## config.mk

```make
export PLATFORM = sky130hd
export DESIGN_NAME = lfrs_ctrl
export DESIGN_NICKNAME = d
export VERILOG_FILES = /design/src/hw/rtl/lfrs_pkg.sv /design/src/hw/rtl/lfrs_ctrl.sv
export SDC_FILE = /design/constraint.sdc
export NUM_CORES = 1
export LEC_CHECK = 0
export BUFFER_PORTS_ARGS = -buffer_cell sky130_fd_sc_hd__buf_2
export CAP_MARGIN = 15
export CORE_AREA = 2 2 39 41
export CTS_CLUSTER_SIZE = 28
export DETAILED_ROUTE_END_ITERATION = 16
export DIE_AREA = 0 0 41 43
export PLACE_DENSITY = 0.48
export SYNTH_ARGS = -nofsm -noshare
export SYNTH_HDL_FRONTEND = slang
export SYNTH_SLANG_ARGS = --single-unit
export TNS_END_PERCENT = 1
```

## constraint.sdc

```tcl
create_clock -name clk_i -period 3.3 [get_ports clk_i]
set_clock_uncertainty 0.2 [all_clocks]
set_input_delay 0.165 -clock clk_i [delete_from_list [all_inputs] [get_ports clk_i]]
set_output_delay 0.165 -clock clk_i [all_outputs]
set_load 0.02 [all_outputs]
```

## src/hw/rtl/lfrs_pkg.sv

```systemverilog
// shared types and constants for the lcd frame store serialiser
// no dependencies; used by lfrs_ctrl, lfrs_datapath and the top level
`default_nettype none

package lfrs_pkg;

  localparam int unsigned StoreBytesDefault = 504;
  localparam int unsigned ByteW = 8;

  typedef enum logic [1:0] {
    CMD_DRAW    = 2'd0,
    CMD_REFRESH = 2'd1,
    CMD_SEND    = 2'd2,
    CMD_NONE    = 2'd3
  } cmd_e;

  typedef enum logic [2:0] {
    ROP_OR       = 3'd0,
    ROP_CLEAR    = 3'd1,
    ROP_OVER     = 3'd2,
    ROP_OVER_INV = 3'd3,
    ROP_XOR      = 3'd4
  } rop_e;

  typedef enum logic [2:0] {
    ST_CLEAR,
    ST_IDLE,
    ST_DRAW_WR,
    ST_LOAD,
    ST_SHIFT
  } state_e;

  // controller to datapath
  typedef struct packed {
    logic clr_wr;
    logic draw_rd;
    logic draw_wr;
    logic refresh_rd;
    logic refresh_load;
    logic cmd_load;
    logic shift;
  } ctl_t;

  // datapath to controller
  typedef struct packed {
    logic draw_ok;
    logic pending;
    logic clr_done;
    logic bit_done;
  } stat_t;

  function automatic logic [ByteW-1:0] reverse_byte(input logic [ByteW-1:0] b);
    logic [ByteW-1:0] r;
    for (int i = 0; i < ByteW; i++) begin
      r[i] = b[ByteW-1-i];
    end
    return r;
  endfunction

endpackage

`default_nettype wire

```

## src/hw/rtl/lfrs_ctrl.sv

```systemverilog
// sequencing state machine for the lcd frame store serialiser
// depends on lfrs_pkg; drives lfrs_datapath through ctl_t
`default_nettype none

module lfrs_ctrl (
  input  wire logic          clk_i,
  input  wire logic          rst_ni,
  input  wire logic          start_i,
  input  wire logic [1:0]    command_i,
  input  wire lfrs_pkg::stat_t stat_i,
  output lfrs_pkg::ctl_t     ctl_o,
  output logic               busy_o,
  output logic               strobe_o
);

  lfrs_pkg::state_e state_q, state_d;

  always_ff @(posedge clk_i or negedge rst_ni) begin
    if (!rst_ni) begin
      state_q <= lfrs_pkg::ST_CLEAR;
    end else begin
      state_q <= state_d;
    end
  end

  always_comb begin
    state_d  = state_q;
    ctl_o    = '0;
    busy_o   = 1'b1;
    strobe_o = 1'b0;
    unique case (state_q)
      lfrs_pkg::ST_CLEAR: begin
        ctl_o.clr_wr = 1'b1;
        if (stat_i.clr_done) begin
          state_d = lfrs_pkg::ST_IDLE;
        end
      end
      lfrs_pkg::ST_IDLE: begin
        busy_o = 1'b0;
        if (start_i) begin
          unique case (lfrs_pkg::cmd_e'(command_i))
            lfrs_pkg::CMD_DRAW: begin
              if (stat_i.draw_ok) begin
                ctl_o.draw_rd = 1'b1;
                state_d       = lfrs_pkg::ST_DRAW_WR;
              end
            end
            lfrs_pkg::CMD_REFRESH: begin
              if (stat_i.pending) begin
                ctl_o.refresh_rd = 1'b1;
                state_d          = lfrs_pkg::ST_LOAD;
              end
            end
            lfrs_pkg::CMD_SEND: begin
              ctl_o.cmd_load = 1'b1;
              state_d        = lfrs_pkg::ST_SHIFT;
            end
            default: begin
              state_d = lfrs_pkg::ST_IDLE;
            end
          endcase
        end
      end
      lfrs_pkg::ST_DRAW_WR: begin
        ctl_o.draw_wr = 1'b1;
        state_d       = lfrs_pkg::ST_IDLE;
      end
      lfrs_pkg::ST_LOAD: begin
        ctl_o.refresh_load = 1'b1;
        state_d            = lfrs_pkg::ST_SHIFT;
      end
      lfrs_pkg::ST_SHIFT: begin
        ctl_o.shift = 1'b1;
        strobe_o    = 1'b1;
        if (stat_i.bit_done) begin
          state_d = lfrs_pkg::ST_IDLE;
        end
      end
      default: begin
        state_d = lfrs_pkg::ST_IDLE;
      end
    endcase
  end

endmodule

`default_nettype wire

```

After elaboration in Yosys (flattened, before gate mapping)
Index checks and enable logic that the tools add are counted.

storage, ports and cells
  input bits = 9
  bits in registers = 3
  output and inout bits = 9
  word-level logic and storage cells = 38

cells by class
  equality and inequality tests = 11
  muxes and demuxes = 23
  reduce and logical (&&, ||, !) cells = 3

operators by type and width
  cell                number
  $mux 1              16
  $mux 3              5
  $pmux 3 s4          1
  $pmux 3 s3          1
  $eq 3x2->1 const B  2
  $ne 2x2->1 const B  3
  $ne 3x3->1 const B  2
  $reduce_and 5->1    1
  $eq 3x1->1 const B  1
  $eq 3x3->1 const B  1
  $logic_not 3->1     1
  $eq 2x1->1 const B  1
  $eq 2x2->1 const B  1
  $logic_not 2->1     1

Logic depth before layout (Yosys ltp)
Gate-level depths: netlist (run 1).

  depth after elaboration = 4
  mapped depth = 3
  depth with buffers taken out = 3

Worst setup path after synthesis (run 1)
Ideal clock, no wire load.

  path type = reg2out
  start = register state_q[2]
  end = output ctl_o[1] (netlist bit)
  path slack = 1.831 ns
  path buffers = 0
  arrival = 1.104 ns
  required time = 2.935 ns
  cell stages (with the launch flop) = 4
  path through = dfrtp_1 nor2b_4 nand2b_1 nor2_1

RTL lines
  item                    line             RTL
  start, declared         lfrs_ctrl.sv:16  lfrs_pkg::state_e state_q, state_d;
  start signal, assigned  lfrs_ctrl.sv:20  state_q <= lfrs_pkg::ST_CLEAR;
  start signal, assigned  lfrs_ctrl.sv:22  state_q <= state_d;
  end, declared           lfrs_ctrl.sv:11  output lfrs_pkg::ctl_t ctl_o,

==> results.cfg, run 1 <==
[run_status]
status = completed

[floorplan]
initial_core_util = 0.175
die_y_um = 43
io_pins = 18
num_rows = 14
dieArea_um2 = 1760
die_x_um = 41
core_area_um2 = 1380

[power_and_ir_drop]
vdd_drop_max_uv = 180
p_leak_uw = 0.000207
pwr_density_cell_nw_per_um2 = 487
power_switching_uw = 67.7
switching_share = 0.361
comb_power_share = 0.380
clkPwrFrac = 0.352
p_int_uw = 120
seq_power_share = 0.268

[routing]
ant_nets = 0
vias = 279
drt_wl_total_um = 587
drc = 0
post_drt_wl_per_cell_um = 9.03
drt_iter0_markers = 1
first_pass_iters = 2
via_per_inst = 4.29

[logic_synthesis]
ys_seq_area_frac = 0.311
synth_mux_area_frac = 0.0415
synthXorXnorAreaFrac = 0
netlist_instances = 27
synth-compound-area-share = 0.135
synth_nets = 36
synth.distinct_cells = 18
ys_seq_elements = 3
syn_avg_cell_area_um2 = 8.94
synth-simple-area-share = 0.466
yosysWarnings = 0
synth_top_family_by_area = simple AND/OR/NAND/NOR gates
synthAdderAreaFrac = 0
syn_area_um2 = 241

[place]
io_buffers = 17
place_congestion = 0.679
dp_hpwl_um = 461
place_inst = 59

[layout]
fin_util = 0.278
nFillCells = 158
final_common_cell = buf_2
final_cell_mix = 17 x buf_2, 5 x nor2_1, 4 x nand2b_1, 3 x clkbuf_4, 3 x dfrtp_1
stdcell_count = 65
syn_to_final_growth_pct = 59.6
fin_nets = 59
num_antenna_cells = 0
reg_top3 = state_q: 3 flops
largest_reg_flops = 3
regMostFlops = state_q
drive_above_1_share = 0.490

[sta]
min_period_ns = 1.68
rsz0062_at_grt = false
hold_viol_final = 0
timing.slew.headroom = 0.857
drv_slew = 0
tightest_slew_ns = 0.215
setup_viol = 0
fin_tns_setup_ns = 0
fin_crit_sh = 0.508
clock.fmax_mhz = 597

[clock_network]
clk_pin_slew_ns = 0.04
clock-sinks = 3
h-tree-depth = 1
clockRootBuffer = clkbuf_4
cts_buffers = 3
cts_buffer_depth = 2
clock_latency_ns = 0.24
cts_tree = built

[setup_path]
critPathLaunch = state_q[2]
worstSetupPathType = reg2out
critPathRequiredTime_ns = 2.93
cp-end-kind = output port
r2r_cells = 3
rr_startpoint = state_q[1]
cp-start-kind = flop
rr_endpoint = state_q[2]
endpoint = ctl_o[5]
crit_path_max_fanout = 5
ff2ff_setup_slack_ns = 2.07
worst-endpoint-arrival_ns = 1.31

[global_routing]
antenna_found_initial = 0
grt_max_degree = 9
grt_pass1_wl_mm = 1.09
grt_overflow = 0
grt_usage = 0.0956
grt_pass1_vias = 277

[hold_path]
hold_class = in2reg

[flow_run]
cap_violations = 0
kinds of logic after synthesis:
| family | Yosys count |
|---|---|
| simple gates | 17 |
| compound gates | 4 |
| buf+inv | 2 |
| mux | 1 |
| flops | 3 |
worst min-delay path by stage:
stage / from / endpoint / slack (ns) / cells past startpoint
2_1_floorplan: rst_ni / state_q[0] / -0.33 / 0
3_3_place_gp: rst_ni / state_q[1] / -0.24 / 1
3_5_place_dp: rst_ni / state_q[1] / -0.24 / 1
4_1_cts: stat_i[3] / state_q[1] / 0.02 / 3
5_1_grt: stat_i[3] / state_q[1] / 0.03 / 3
6_report: command_i[0] / state_q[1] / 0.02 / 3
layer usage:
layer,vias to the layer above,global-route usage,share of wire
li1,134,-,-
met1,125,0.110,0.43
met2,17,0.125,0.43
met3,3,0.0471,0.095
met4,0,0.0800,0.043
met5,-,0,0
cell usage after synthesis, drive strengths merged:
library cell  count  area [µm²]
a21oi             1        8.76
a22o              1        8.76
a22oi             1        7.51
and2              2        15.0
buf               1        7.51
dfrtp             3        75.1
inv               1        3.75
mux2i             1        10.0
nand2             1        3.75
nand2b            4        25.0
nand3b            1        7.51
nand4bb           1        16.3
nor2              5        18.8
nor2b             1        13.8
nor3              1        5.00
nor3b             1        7.51
o21bai            1        7.51
timing repair:
item                                   CTS  global route
endpoints found under the hold margin    4             0
setup buffers                            0             0
hold buffers                             2             0
gates resized for setup                  0             0
through the flow:
stage	power [µW]	hold WS (ns)	worst slack, ns	cell area [µm²]
3_3_place_gp	121	-0.236	1.88	339
2_1_floorplan	99.1	-0.331	1.83	241
5_1_grt	204	0.0321	1.52	385
3_5_place_dp	121	-0.237	1.87	339
4_1_cts	193	0.0173	1.60	385
6_report	188	0.0223	1.62	385
layout make-up:
class / instances / area, µm² / share of cell area
multi-input cells: 22 / 155 / 0.403
repair buffers: 19 / 105 / 0.273
flip-flops and latches: 3 / 75.1 / 0.195
clock buffers: 4 / 26.3 / 0.0682
well taps: 16 / 20.0 / 0.0519
inverters: 1 / 3.75 / 0.00974
power groups by stage:
stage,registers (µW),clock network [µW],logic [µW]
global route,52.1,72.6,79.1
global placement,50.9,0,70.4
floorplan,49.5,0,49.6
finish,50.3,66.0,71.4
detailed placement,50.7,0,70.0
CTS,50.4,70.0,72.3
critical path: stages (launching register included):
cell,delay (ns)
dfrtp_1,0.44
nor2b_4,0.19
nand4bb_2,0.16
nor2_1,0.12
buf_2,0.17
No activity file was read; power rests on OpenSTA's default activity.
==> run 2, diff against run 1 <==
==> constraint.sdc (replaced) <==
create_clock -name clk_i -period 1.57 [get_ports clk_i]
set_clock_uncertainty 0.2 [all_clocks]
set_input_delay 0.0785 -clock clk_i [delete_from_list [all_inputs] [get_ports clk_i]]
set_output_delay 0.0785 -clock clk_i [all_outputs]
set_load 0.02 [all_outputs]
==> run 2 against run 1 <==
  * Clock-buffer cell count unchanged
  * Power grew 140%
  * Critical path depth up 1
  * Non-clock buffer count increased by 10
  * Utilization increased by 9.0 points
  * Sequential share of layout area decreased by 4.5 points
  * Highest routed layer unchanged
  * Final cell count is 15% higher
  * First-iteration DRC count shrank 100%
  * Sequential cell count unchanged
  * Combinational power grew to 2.8 times the previous value
  * Register-to-register slack worse by 1.8 ns
  * Final area up 32%
==> results.cfg, run 2 (synthesized netlist as in run 1, its figures left out) <==
[run_status]
status = completed

[layout]
num_antenna_cells = 0
syn_to_final_growth_pct = 111
final_cell_mix = 14 x buf_2, 10 x dlygate4sd3_1, 4 x nand2b_1, 4 x buf_4
regMostFlops = state_q
final_common_cell = buf_2
fin_nets = 69
fin_util = 0.368
reg_top3 = state_q: 3 flops
largest_reg_flops = 3
drive_above_1_share = 0.492
stdcell_count = 75

[power_and_ir_drop]
pwr_density_cell_nw_per_um2 = 868
p_leak_uw = 0.000247
finalPower_uw = 442
vdd_drop_max_uv = 388

[sta]
hold_viol_final = 0
tightest_slew_ns = 0.217
rsz0062_at_grt = true
setup_viol = 0
fin_crit_sh = 0.972
fin_ws_ns = 0.0438
min_period_ns = 1.53
timing.slew.headroom = 0.855
fin_tns_setup_ns = 0
drv_slew = 0
clock.fmax_mhz = 655

[global_routing]
grt_pass1_wl_mm = 1.19
grt_overflow = 0
grt_pass1_vias = 301
grt_max_degree = 9
grt_usage = 0.103
antenna_found_initial = 0

[setup_path]
cp-end-kind = output port
r2r_cells = 3
rr_startpoint = state_q[1]
ff2ff_setup_slack_ns = 0.31
worstSetupPathType = in2out
cp-start-kind = primary input
worst-endpoint-arrival_ns = 1.25
rr_endpoint = state_q[2]
crit_path_max_fanout = 3
critPathRequiredTime_ns = 1.29

[clock_network]
cts_buffer_depth = 2
cts_buffers = 3
cts_tree = built
clock-sinks = 3
clockRootBuffer = clkbuf_4
h-tree-depth = 1
clock_latency_ns = 0.24
clk_pin_slew_ns = 0.04

[routing]
ant_nets = 0
drt_wl_total_um = 687
via_per_inst = 4.04
drc = 0
vias = 303
post_drt_wl_per_cell_um = 9.16
first_pass_iters = 1
drt_iter0_markers = 0

[floorplan]
initial_core_util = 0.175
core_area_um2 = 1380
die_y_um = 43
num_rows = 14
die_x_um = 41
dieArea_um2 = 1760
io_pins = 18

[hold_path]
whs_endpoint = state_q[0]
hold_depth = 4
min-delay-start = command_i[0]
hold_class = in2reg

[place]
io_buffers = 17
dp_hpwl_um = 461
place_congestion = 0.680
place_ws_ns = 0.227
place_inst = 59

[flow_run]
cap_violations = 0
[run 2: cell type report]
class / instances / area, µm²
clock buffer: 4 / 26.3
tap: 16 / 20.0
inverter: 1 / 3.75
sequential: 3 / 76.3
fill: 147 / 875
timing repair buffer: 29 / 211
multi-input combinational: 22 / 171
[run 2: routing by layer]
layer  GRT usage  wire (µm)  share of wire
met5           0          0              0
met4      0.0800         25          0.036
met3      0.0471         55          0.080
met2       0.141        312           0.45
met1       0.117        294           0.43
[run 2: how the worst max path moves through the flow]
stage	startpoint	end	slack [ns]
after floorplan	state_q[2]	ctl_o[1]	0.19
after global placement	state_q[2]	ctl_o[3]	0.23
after detailed placement	state_q[2]	ctl_o[3]	0.23
after CTS	state_q[2]	ctl_o[3]	0.001
after global routing	state_q[0]	ctl_o[3]	-0.03
final	command_i[1]	ctl_o[5]	0.04
[run 2: power by group]
group	total, µW	internal, µW	switching [µW]
combinational	199	101	98.7
sequential	104	90.6	13.1
clock	139	95.4	43.3
[run 2: critical path, cell delays in order]
cell	delay, ns
dlygate4sd3_1	0.54
buf_2	0.14
nand4bb_4	0.25
nor2_2	0.10
buf_4	0.14
[run 2: repair_timing]
| action | CTS | global route |
|---|---|---|
| hold buffers | 9 | 1 |
| pin swaps | 0 | 4 |
| setup buffers | 1 | 1 |
| gates resized for setup | 3 | 5 |
| setup endpoints to repair | 2 | 2 |
| endpoints found under the hold margin | 6 | 1 |
[run 2: stage by stage]
stage	cell area, µm²	hold slack (ns)
final	509	0.146
after detailed placement	339	-0.323
after floorplan	241	-0.417
after global placement	339	-0.323
after global routing	509	0.204
after CTS	469	-0.0260
